===== config.mk =====
export PLATFORM = sky130hd
export DESIGN_NAME = one_wire_bus_master
export DESIGN_NICKNAME = d
export VERILOG_FILES = /design/src/owbm_pkg.sv /design/src/one_wire_bus_master.sv /design/src/owbm_cfg_regs.sv /design/src/owbm_core.sv
export SDC_FILE = /design/constraint.sdc
export NUM_CORES = 1
export LEC_CHECK = 0
export BUFFER_PORTS_ARGS = -buffer_cell sky130_fd_sc_hd__buf_2
export CORE_MARGIN = 5
export CORE_UTILIZATION = 55
export CTS_CLUSTER_SIZE = 10
export DETAILED_ROUTE_END_ITERATION = 16
export PLACE_DENSITY = 0.8
export SKIP_CTS_REPAIR_TIMING = 1
export SYNTH_ARGS = -nofsm -noshare
export SYNTH_HDL_FRONTEND = slang
export SYNTH_SLANG_ARGS = --single-unit

===== constraint.sdc =====
create_clock -name clk -period 4.3 [get_ports clk]
set_input_delay 0.86 -clock clk [delete_from_list [all_inputs] [get_ports clk]]
set_output_delay 0.86 -clock clk [all_outputs]
set_load 0.05 [all_outputs]

===== src/owbm_pkg.sv =====
// ----------------------------------------------------------------------------
// owbm_pkg
// Types, codes and reset values shared by the 1-Wire bus master modules.
// ----------------------------------------------------------------------------
package owbm_pkg;

	localparam int unsigned REG_W         = 16;
	localparam int unsigned CFG_IDX_W     = 3;
	localparam int unsigned IN_TDATA_W    = 16;
	localparam int unsigned IN_TUSER_W    = 2;
	localparam int unsigned OUT_TDATA_W   = 16;

	localparam int unsigned BYTE_GAP_TICKS_DEF = 32;
	localparam int unsigned COUNT_WIDTH_DEF    = 16;

	// operation selector carried with each item
	localparam logic [1:0] MODE_TICK  = 2'd0;
	localparam logic [1:0] MODE_RESET = 2'd1;
	localparam logic [1:0] MODE_WRITE = 2'd2;
	localparam logic [1:0] MODE_READ  = 2'd3;

	// configuration register indexes
	localparam logic [CFG_IDX_W-1:0] REG_RESET_LOW      = 3'd0;
	localparam logic [CFG_IDX_W-1:0] REG_RESET_SAMPLE   = 3'd1;
	localparam logic [CFG_IDX_W-1:0] REG_RESET_RECOVERY = 3'd2;
	localparam logic [CFG_IDX_W-1:0] REG_SHORT          = 3'd3;
	localparam logic [CFG_IDX_W-1:0] REG_WRITE_ONE_HIGH = 3'd4;
	localparam logic [CFG_IDX_W-1:0] REG_WRITE_ZERO_LOW = 3'd5;
	localparam logic [CFG_IDX_W-1:0] REG_READ_SAMPLE    = 3'd6;
	localparam logic [CFG_IDX_W-1:0] REG_READ_REST      = 3'd7;

	localparam logic [REG_W-1:0] RESET_LOW_DEF      = 16'd8000;
	localparam logic [REG_W-1:0] RESET_SAMPLE_DEF   = 16'd1000;
	localparam logic [REG_W-1:0] RESET_RECOVERY_DEF = 16'd10000;
	localparam logic [REG_W-1:0] SHORT_DEF          = 16'd80;
	localparam logic [REG_W-1:0] WRITE_ONE_HIGH_DEF = 16'd480;
	localparam logic [REG_W-1:0] WRITE_ZERO_LOW_DEF = 16'd1200;
	localparam logic [REG_W-1:0] READ_SAMPLE_DEF    = 16'd208;
	localparam logic [REG_W-1:0] READ_REST_DEF      = 16'd640;

	localparam logic [3:0] BITS_PER_BYTE = 4'd8;

	typedef struct packed {
		logic [REG_W-1:0] read_rest_ticks;
		logic [REG_W-1:0] read_sample_ticks;
		logic [REG_W-1:0] write_zero_low_ticks;
		logic [REG_W-1:0] write_one_high_ticks;
		logic [REG_W-1:0] short_ticks;
		logic [REG_W-1:0] reset_recovery_ticks;
		logic [REG_W-1:0] reset_sample_ticks;
		logic [REG_W-1:0] reset_low_ticks;
	} cfg_t;

	typedef struct packed {
		logic       line_level;
		logic [7:0] write_data;
		logic [1:0] mode;
	} item_t;

	typedef struct packed {
		logic       presence_level;
		logic [7:0] read_data;
		logic       done_res;
		logic       busy_res;
		logic       drive_low;
	} res_t;

	localparam int unsigned RES_W = $bits(res_t);

endpackage


===== src/one_wire_bus_master.sv =====
// ----------------------------------------------------------------------------
// one_wire_bus_master
// 1-Wire bus master stepped by one timing tick per input item.
// ----------------------------------------------------------------------------
// Usage:
//   Send one item on the s_t* channel for every bus tick. s_tuser carries the
//   mode: tick only, or, while idle, start a bus reset, a byte write or a byte
//   read. s_tdata carries the byte to write and the sampled line level.
//   Every item yields exactly one result item on m_t*: the line drive for that
//   tick, busy and done flags, the last read byte and the last presence level.
//   The user writes the eight timing registers on the cfg_* channel only
//   while idle; the block does not enforce it. cfg_ready is always high.
// Throughput:
//   One item per clock cycle while m_tready stays high. An accepted item is
//   held in the input register; the tick is then evaluated and its result is
//   offered on the following cycle from the output register.
// Reset:
//   arst_n clears the valid flags of both pipeline registers, puts the
//   sequencer in idle with the read byte at zero and the presence level at
//   one, and loads the default timing values.
// Stalls:
//   While m_tready is low the result holds and the input register fills; then
//   s_tready drops until the result is taken. No item is lost or repeated.
// ----------------------------------------------------------------------------
module one_wire_bus_master #(
	parameter int unsigned BYTE_GAP_TICKS = owbm_pkg::BYTE_GAP_TICKS_DEF,
	parameter int unsigned COUNT_WIDTH    = owbm_pkg::COUNT_WIDTH_DEF
) (
	input  logic                               clk,
	input  logic                               arst_n,
	input  logic                               s_tvalid,
	output logic                               s_tready,
	// [7:0] write_data, [8] line_level, [15:9] zero
	input  logic [owbm_pkg::IN_TDATA_W-1:0]    s_tdata,
	// [1:0] mode
	input  logic [owbm_pkg::IN_TUSER_W-1:0]    s_tuser,
	output logic                               m_tvalid,
	input  logic                               m_tready,
	// [0] drive_low, [1] busy_res, [2] done_res, [10:3] read_data,
	// [11] presence_level, [15:12] zero
	output logic [owbm_pkg::OUT_TDATA_W-1:0]   m_tdata,
	input  logic                               cfg_valid,
	output logic                               cfg_ready,
	input  logic [owbm_pkg::CFG_IDX_W-1:0]     cfg_index,
	input  logic [owbm_pkg::REG_W-1:0]         cfg_data
);

	owbm_pkg::cfg_t  cfg;
	owbm_pkg::item_t item_s1;
	owbm_pkg::res_t  res, res_s2;
	logic            valid_s1, valid_s2, advance;

	assign advance  = valid_s1 && (!valid_s2 || m_tready);
	assign s_tready = !valid_s1 || advance;

	always_ff @(posedge clk or negedge arst_n) begin
		if (!arst_n) begin
			valid_s1 <= 1'b0;
		end else if (s_tready) begin
			valid_s1 <= s_tvalid;
		end
	end

	always_ff @(posedge clk) begin
		if (s_tready && s_tvalid) begin
			item_s1.mode       <= s_tuser[1:0];
			item_s1.write_data <= s_tdata[7:0];
			item_s1.line_level <= s_tdata[8];
		end
	end

	always_ff @(posedge clk or negedge arst_n) begin
		if (!arst_n) begin
			valid_s2 <= 1'b0;
		end else if (advance) begin
			valid_s2 <= 1'b1;
		end else if (m_tready) begin
			valid_s2 <= 1'b0;
		end
	end

	always_ff @(posedge clk) begin
		if (advance)
			res_s2 <= res;
	end

	owbm_cfg_regs u_cfg_regs (
		.clk       (clk),
		.arst_n    (arst_n),
		.cfg_valid (cfg_valid),
		.cfg_ready (cfg_ready),
		.cfg_index (cfg_index),
		.cfg_data  (cfg_data),
		.cfg       (cfg)
	);

	owbm_core #(
		.BYTE_GAP_TICKS (BYTE_GAP_TICKS),
		.COUNT_WIDTH    (COUNT_WIDTH)
	) u_core (
		.clk    (clk),
		.arst_n (arst_n),
		.step   (advance),
		.item   (item_s1),
		.cfg    (cfg),
		.res    (res)
	);

	assign m_tvalid = valid_s2;
	assign m_tdata  = {{(owbm_pkg::OUT_TDATA_W-owbm_pkg::RES_W){1'b0}}, res_s2};

	a_step_gives_result: assert property (@(posedge clk) disable iff (!arst_n)
		advance |=> valid_s2)
		else $error("evaluated tick produced no result");

	a_no_step_when_blocked: assert property (@(posedge clk) disable iff (!arst_n)
		valid_s2 && !m_tready |-> !advance)
		else $error("result overwritten while stalled");

	a_input_held_when_full: assert property (@(posedge clk) disable iff (!arst_n)
		valid_s1 && !advance |=> valid_s1 && $stable(item_s1))
		else $error("pending tick lost from input register");

endmodule


===== src/owbm_cfg_regs.sv =====
// ----------------------------------------------------------------------------
// owbm_cfg_regs
// Timing register file: eight tick counts written through the config channel.
// ----------------------------------------------------------------------------
module owbm_cfg_regs (
	input  logic                             clk,
	input  logic                             arst_n,
	input  logic                             cfg_valid,
	output logic                             cfg_ready,
	input  logic [owbm_pkg::CFG_IDX_W-1:0]   cfg_index,
	input  logic [owbm_pkg::REG_W-1:0]       cfg_data,
	output owbm_pkg::cfg_t                   cfg
);

	owbm_pkg::cfg_t cfg_q;

	assign cfg_ready = 1'b1;
	assign cfg       = cfg_q;

	always_ff @(posedge clk or negedge arst_n) begin
		if (!arst_n) begin
			cfg_q.reset_low_ticks      <= owbm_pkg::RESET_LOW_DEF;
			cfg_q.reset_sample_ticks   <= owbm_pkg::RESET_SAMPLE_DEF;
			cfg_q.reset_recovery_ticks <= owbm_pkg::RESET_RECOVERY_DEF;
			cfg_q.short_ticks          <= owbm_pkg::SHORT_DEF;
			cfg_q.write_one_high_ticks <= owbm_pkg::WRITE_ONE_HIGH_DEF;
			cfg_q.write_zero_low_ticks <= owbm_pkg::WRITE_ZERO_LOW_DEF;
			cfg_q.read_sample_ticks    <= owbm_pkg::READ_SAMPLE_DEF;
			cfg_q.read_rest_ticks      <= owbm_pkg::READ_REST_DEF;
		end else if (cfg_valid) begin
			unique case (cfg_index)
				owbm_pkg::REG_RESET_LOW:      cfg_q.reset_low_ticks      <= cfg_data;
				owbm_pkg::REG_RESET_SAMPLE:   cfg_q.reset_sample_ticks   <= cfg_data;
				owbm_pkg::REG_RESET_RECOVERY: cfg_q.reset_recovery_ticks <= cfg_data;
				owbm_pkg::REG_SHORT:          cfg_q.short_ticks          <= cfg_data;
				owbm_pkg::REG_WRITE_ONE_HIGH: cfg_q.write_one_high_ticks <= cfg_data;
				owbm_pkg::REG_WRITE_ZERO_LOW: cfg_q.write_zero_low_ticks <= cfg_data;
				owbm_pkg::REG_READ_SAMPLE:    cfg_q.read_sample_ticks    <= cfg_data;
				owbm_pkg::REG_READ_REST:      cfg_q.read_rest_ticks      <= cfg_data;
				default: ;
			endcase
		end
	end

endmodule


===== src/owbm_core.sv =====
// ----------------------------------------------------------------------------
// owbm_core
// Bus sequencer: phase, tick counter, bit counter and shift register, advanced
// by one tick per item, with the per-tick line outputs.
// ----------------------------------------------------------------------------
module owbm_core #(
	parameter int unsigned BYTE_GAP_TICKS = owbm_pkg::BYTE_GAP_TICKS_DEF,
	parameter int unsigned COUNT_WIDTH    = owbm_pkg::COUNT_WIDTH_DEF
) (
	input  logic           clk,
	input  logic           arst_n,
	input  logic           step,
	input  owbm_pkg::item_t item,
	input  owbm_pkg::cfg_t  cfg,
	output owbm_pkg::res_t  res
);

	typedef enum logic [11:0] {
		PH_IDLE     = 12'b0000_0000_0001,
		PH_RST_LEAD = 12'b0000_0000_0010,
		PH_RST_LOW  = 12'b0000_0000_0100,
		PH_RST_HIGH = 12'b0000_0000_1000,
		PH_RST_REC  = 12'b0000_0001_0000,
		PH_WR_LOW   = 12'b0000_0010_0000,
		PH_WR_HIGH  = 12'b0000_0100_0000,
		PH_WR_END   = 12'b0000_1000_0000,
		PH_RD_LOW   = 12'b0001_0000_0000,
		PH_RD_WAIT  = 12'b0010_0000_0000,
		PH_RD_REST  = 12'b0100_0000_0000,
		PH_GAP      = 12'b1000_0000_0000
	} phase_t;

	localparam logic [63:0] CNT_MAX64 = (64'd1 << COUNT_WIDTH) - 64'd1;
	localparam logic [63:0] GAP64     = 64'(BYTE_GAP_TICKS);
	localparam logic [COUNT_WIDTH-1:0] GAP_CNT =
		(GAP64 > CNT_MAX64) ? CNT_MAX64[COUNT_WIDTH-1:0] : GAP64[COUNT_WIDTH-1:0];
	localparam logic [COUNT_WIDTH-1:0] CNT_ONE = {{(COUNT_WIDTH-1){1'b0}}, 1'b1};

	// clip a register value to the counter range
	function automatic logic [COUNT_WIDTH-1:0] sat_dur(input logic [owbm_pkg::REG_W-1:0] dur);
		logic [63:0] wide;
		wide = {{(64-owbm_pkg::REG_W){1'b0}}, dur};
		if (wide > CNT_MAX64)
			sat_dur = CNT_MAX64[COUNT_WIDTH-1:0];
		else
			sat_dur = wide[COUNT_WIDTH-1:0];
	endfunction

	phase_t                 phase_q, ph1, phase_d;
	logic [COUNT_WIDTH-1:0] cnt_q, cnt1, cnt_d;
	logic [3:0]             bits_q, bits1, bits_d, bits_inc;
	logic [7:0]             shift_q, sh1, shift_d, sh_next;
	logic [1:0]             op_q, op1;
	logic                   pres_q, pres_d;
	logic [7:0]             rres_q, rres_d;
	logic                   drive, busy, done;

	assign bits_inc = bits1 + 4'd1;
	assign sh_next  = sh1 >> 1;

	always_comb begin
		ph1   = phase_q;
		cnt1  = cnt_q;
		bits1 = bits_q;
		sh1   = shift_q;
		op1   = op_q;
		if (phase_q == PH_IDLE && item.mode != owbm_pkg::MODE_TICK) begin
			op1   = item.mode;
			bits1 = 4'd0;
			unique case (item.mode)
				owbm_pkg::MODE_RESET: begin
					ph1  = PH_RST_LEAD;
					cnt1 = sat_dur(cfg.reset_low_ticks);
				end
				owbm_pkg::MODE_WRITE: begin
					sh1  = item.write_data;
					ph1  = PH_WR_LOW;
					cnt1 = item.write_data[0] ? sat_dur(cfg.short_ticks)
						: sat_dur(cfg.write_zero_low_ticks);
				end
				default: begin
					sh1  = 8'd0;
					ph1  = PH_RD_LOW;
					cnt1 = CNT_ONE;
				end
			endcase
		end

		phase_d = ph1;
		cnt_d   = cnt1;
		bits_d  = bits1;
		shift_d = sh1;
		pres_d  = pres_q;
		rres_d  = rres_q;
		drive   = 1'b0;
		busy    = 1'b0;
		done    = 1'b0;

		if (ph1 != PH_IDLE) begin
			busy  = 1'b1;
			drive = (ph1 == PH_RST_LOW) || (ph1 == PH_WR_LOW) || (ph1 == PH_RD_LOW);
			if (cnt1 > CNT_ONE) begin
				cnt_d = cnt1 - CNT_ONE;
			end else begin
				unique case (ph1)
					PH_RST_LEAD: begin
						phase_d = PH_RST_LOW;
						cnt_d   = sat_dur(cfg.reset_low_ticks);
					end
					PH_RST_LOW: begin
						phase_d = PH_RST_HIGH;
						cnt_d   = sat_dur(cfg.reset_sample_ticks);
					end
					PH_RST_HIGH: begin
						pres_d  = item.line_level;
						phase_d = PH_RST_REC;
						cnt_d   = sat_dur(cfg.reset_recovery_ticks);
					end
					PH_WR_LOW: begin
						if (sh1[0]) begin
							phase_d = PH_WR_HIGH;
							cnt_d   = sat_dur(cfg.write_one_high_ticks);
						end else begin
							phase_d = PH_WR_END;
							cnt_d   = sat_dur(cfg.short_ticks);
						end
					end
					PH_WR_HIGH: begin
						phase_d = PH_WR_END;
						cnt_d   = sat_dur(cfg.short_ticks);
					end
					PH_WR_END: begin
						shift_d = sh_next;
						bits_d  = bits_inc;
						if (bits_inc >= owbm_pkg::BITS_PER_BYTE) begin
							phase_d = PH_GAP;
							cnt_d   = GAP_CNT;
						end else begin
							phase_d = PH_WR_LOW;
							cnt_d   = sh_next[0] ? sat_dur(cfg.short_ticks)
								: sat_dur(cfg.write_zero_low_ticks);
						end
					end
					PH_RD_LOW: begin
						phase_d = PH_RD_WAIT;
						cnt_d   = sat_dur(cfg.read_sample_ticks);
					end
					PH_RD_WAIT: begin
						shift_d = {item.line_level | sh1[7], sh1[6:0]};
						phase_d = PH_RD_REST;
						cnt_d   = sat_dur(cfg.read_rest_ticks);
					end
					PH_RD_REST: begin
						bits_d = bits_inc;
						if (bits_inc >= owbm_pkg::BITS_PER_BYTE) begin
							phase_d = PH_GAP;
							cnt_d   = GAP_CNT;
						end else begin
							// next read slot: shift first, one tick low
							shift_d = sh_next;
							phase_d = PH_RD_LOW;
							cnt_d   = CNT_ONE;
						end
					end
					PH_GAP: begin
						if (op1 == owbm_pkg::MODE_READ)
							rres_d = sh1;
						done    = 1'b1;
						phase_d = PH_IDLE;
						cnt_d   = '0;
					end
					PH_RST_REC: begin
						done    = 1'b1;
						phase_d = PH_IDLE;
						cnt_d   = '0;
					end
					default: begin
						phase_d = PH_IDLE;
						cnt_d   = '0;
					end
				endcase
			end
		end
	end

	always_ff @(posedge clk or negedge arst_n) begin
		if (!arst_n) begin
			phase_q <= PH_IDLE;
			cnt_q   <= '0;
			bits_q  <= 4'd0;
			shift_q <= 8'd0;
			op_q    <= owbm_pkg::MODE_TICK;
			pres_q  <= 1'b1;
			rres_q  <= 8'd0;
		end else if (step) begin
			phase_q <= phase_d;
			cnt_q   <= cnt_d;
			bits_q  <= bits_d;
			shift_q <= shift_d;
			op_q    <= op1;
			pres_q  <= pres_d;
			rres_q  <= rres_d;
		end
	end

	assign res.drive_low      = drive;
	assign res.busy_res       = busy;
	assign res.done_res       = done;
	assign res.read_data      = rres_d;
	assign res.presence_level = pres_d;

	a_done_to_idle: assert property (@(posedge clk) disable iff (!arst_n)
		step && done |=> phase_q == PH_IDLE)
		else $error("sequencer not idle after a completed operation");

	a_bit_count_range: assert property (@(posedge clk) disable iff (!arst_n)
		bits_q <= owbm_pkg::BITS_PER_BYTE)
		else $error("bit counter ran past one byte");

	a_read_data_on_done: assert property (@(posedge clk) disable iff (!arst_n)
		step && (rres_d != rres_q) |-> done && op1 == owbm_pkg::MODE_READ)
		else $error("read result changed outside a read completion");

	a_drive_needs_busy: assert property (@(posedge clk) disable iff (!arst_n)
		step && drive |=> phase_q != PH_IDLE || $past(done) || $past(cnt1 <= CNT_ONE))
		else $error("line pulled low while idle");

endmodule

==> metrics.txt <==
fin. max-slew vios=0; RePlAce Congestion=~0.95; cell taking the most area after synthesis=dfrtp_1; crit path DAT=roughly 4.4 ns; # IOs=61; pwr dens=about 440 nW/um2; CP Max Fanout=17; status=complete, no violations; Worst-path clk slew=0.06 ns; first-pass GRT wire length=around 46000 um; Ant. Diodes=0; Tightest Pin Transition=roughly 1.1 ns; Static Leakage=just under 5 nW; WL/cell=between 20 and 25 um; synth cell count leaders=153 x mux2_2, 147 x dfrtp_1, 68 x nand2_1; Worst path max stage delay=0.44 ns; Top FF cell, synth=dfrtp_1; syn avg cell area=between 10 and 15 um2; Synth top area share=0.345; cell family with most CP delay=simple AND/OR/NAND/NOR gates; setup slack after layout=about 0.31 ns; Netlist cell types=83; critical path type=flip-flop to flip-flop; Max Cap Viol=0; TritonCTS Buffers=24; Pre-antenna DRT Iters=5; die height=149 um; sequential area share after synthesis=0.493; Area Overhead vs Synth=12.9%; RSZ-0062 raised after global routing=false; row count=51; max frequency=approximately 0.25 GHz; final-report hold violation count=0; final net count=approximately 1000; asr flop ratio synth=0.887; Syn Inst Count=between 900 and 1000; Worst Path Required=between 4 and 5 ns; H-tree Lvls=1; Synth Warn #=0; Hold WC Path Type=input pin to async pin; clock latency at the later pin of the worst-skew pair=approximately 0.52 ns; CTS Sinks=roughly 200; Port Buffers=48; Initial Utilization=0.553; placed cells=between 1000 and 1500; slew margin rel.=0.294; fillcell total=about 1600; via count=roughly 8000; Post-Route WL=approximately 28000 um; CP bufs+invs=2; top-count cell post-synth=mux2_2; Bufs on Longest Clock Path=3; CP max stage cell=nor4_2; fraction of layout cells with a size suffix above 1=0.341; Non-Filler Instances=1263; core area=just under 20000 um2; Worst setup EP type=flip-flop; CP Launch Type=flip-flop; DP Worst Slack=0.210 ns; top cells by area, synth=dfrtp_1 34%, mux2_2 16%, dfstp_2 8.4%, edfxtp_1 6.5%, mux2i_1 2.7%; clk_skew=about 0.013 ns; worst path cell trace=inv_1, ha_1, nor4b_4, buf_4, nand4_4, a211o_1, o21ai_0, ha_1, nor2_1, nor4_2, and3_1, and2_1, mux2_2; #FFs+latches synth=between 200 and 250; fin crit period=approximately 4 ns; vias in the first global route=roughly 8300; post-route clock period utilization=0.928; Mapped Area=between 10000 and 15000 um2; Finish-stage setup viols=0; DP Wirelength=19200 um; Total GRT Usage=0.258; drt initial violations=~800; DRC Markers=0; Post-synth EDFFs=23; grt total ovfl=0; largest net degree at the start of global routing=90; Die Wd=149 um; DIE AREA=about 22000 um2; most frequent CP cell=ha_1; vias per inst=approximately 6.5; initial antenna violation count=0; TritonCTS clock tree=done; Fin Setup TNS=0 ns; clock root buffer=clkbuf_16; VDD IR-drop max=348 uV; antenna-violating nets left=0; Util after Layout=0.625
[power by group]
group	switching (mW)	leakage, nW	internal, mW
clock network	0.768	0.331	1.08
logic	0.445	2.21	0.420
registers	0.257	2.38	2.34
[layout make-up]
type,count,area (um2),area share
tap,265,332,0.0275
sequential,204,5260,0.437
timing repair buffer,94,604,0.0502
inverter,11,41.3,0.00343
multi-input combinational,645,5110,0.424
clock buffer,44,697,0.0579
[cell usage in the layout (no fill, tap or decap), types with 9 or more instances in the layout]
master and count:
a21oi_1 32, a222oi_1 17, a22o_1 17, a22oi_1 12, a31oi_1 13, and2_1 9
and3_1 10, buf_2 47, buf_4 45, clkbuf_1 19, clkbuf_16 25, dfrtp_1 147
dfstp_2 34, edfxtp_1 23, inv_1 10, mux2_2 153, mux2i_1 29, nand2_1 68
nand4_1 9, nor2_1 36, nor3_1 12, o21ai_0 42
[worst register-to-register path, stage by stage (launching register included)]
cell and delay, ns:
edfxtp_1 0.38, inv_1 0.09, ha_1 0.24, nor4b_4 0.29
buf_4 0.19, nand4_4 0.29, a211o_1 0.38, o21ai_0 0.18
ha_1 0.25, nor2_1 0.10, nor4_2 0.44, and3_1 0.25
and2_1 0.39, mux2_2 0.41
[worst paths after layout]
path	start	to	slack [ns]	cells after the start
worst max-delay path	item_s1[1]$_DFFE_PP_	u_core.rres_q[3]$_DFFE_PN0P_	0.31	13
max in group asynchronous	arst_n	u_cfg_regs.cfg[24]$_DFFE_PN1P_	3.04	2
worst max register to register	item_s1[1]$_DFFE_PP_	u_core.rres_q[3]$_DFFE_PN0P_	0.31	13
worst min register to register	u_cfg_regs.cfg[106]$_DFFE_PN0P_	u_cfg_regs.cfg[106]$_DFFE_PN0P_	0.50	1
worst min-delay path	arst_n	u_core.bits_q[2]$_DFFE_PN0P_	0.30	1
min in group clk	u_cfg_regs.cfg[106]$_DFFE_PN0P_	u_cfg_regs.cfg[106]$_DFFE_PN0P_	0.50	1
[cells by family (layout without fill, tap and decap cells)]
logic type / after synthesis / count (layout) / share of synthesized area
mux: 182 / 182 / 0.189
compound gates: 228 / 228 / 0.161
buf+inv: 77 / 149 / 0.0313
flops: 204 / 204 / 0.493
other cells: 2 / 5 / 0.000704
xor+xnor: 10 / 10 / 0.00821
simple gates: 214 / 214 / 0.109
fa+ha+maj: 6 / 6 / 0.00704
[sequential cells by signal (all words and copies together), names as in the netlist]
| name | cells |
|---|---|
| u_core.pres_q | 1 |
| u_core.bits_q | 4 |
| u_core.phase_q | 12 |
| u_core.rres_q | 8 |
| m_tvalid | 1 |
| valid_s1 | 1 |
| m_tdata | 12 |
| u_core.shift_q | 8 |
| u_core.cnt_q | 16 |
| item_s1 | 11 |
| u_core.op_q | 2 |
| u_cfg_regs.cfg | 128 |
[stage by stage]
stage                     total power, mW  instance area (um2)  hold WS [ns]
after floorplan                      3.19                10700         0.450
after global placement               3.42                11300         0.464
after detailed placement             3.48                11300         0.490
after CTS                            5.32                12000         0.310
after global routing                 5.54                12000         0.335
final                                5.31                12000         0.295
[layer usage]
metal | GRT usage | part of all wire | vias to the layer above
met3 | 0.0431 | 0.068 | 69
li1 | - | - | 3645
met1 | 0.346 | 0.42 | 4171
met2 | 0.429 | 0.48 | 342
met4 | 0.0856 | 0.032 | 0
met5 | 0 | 0 | -
(Power assumes the default switching activity.)
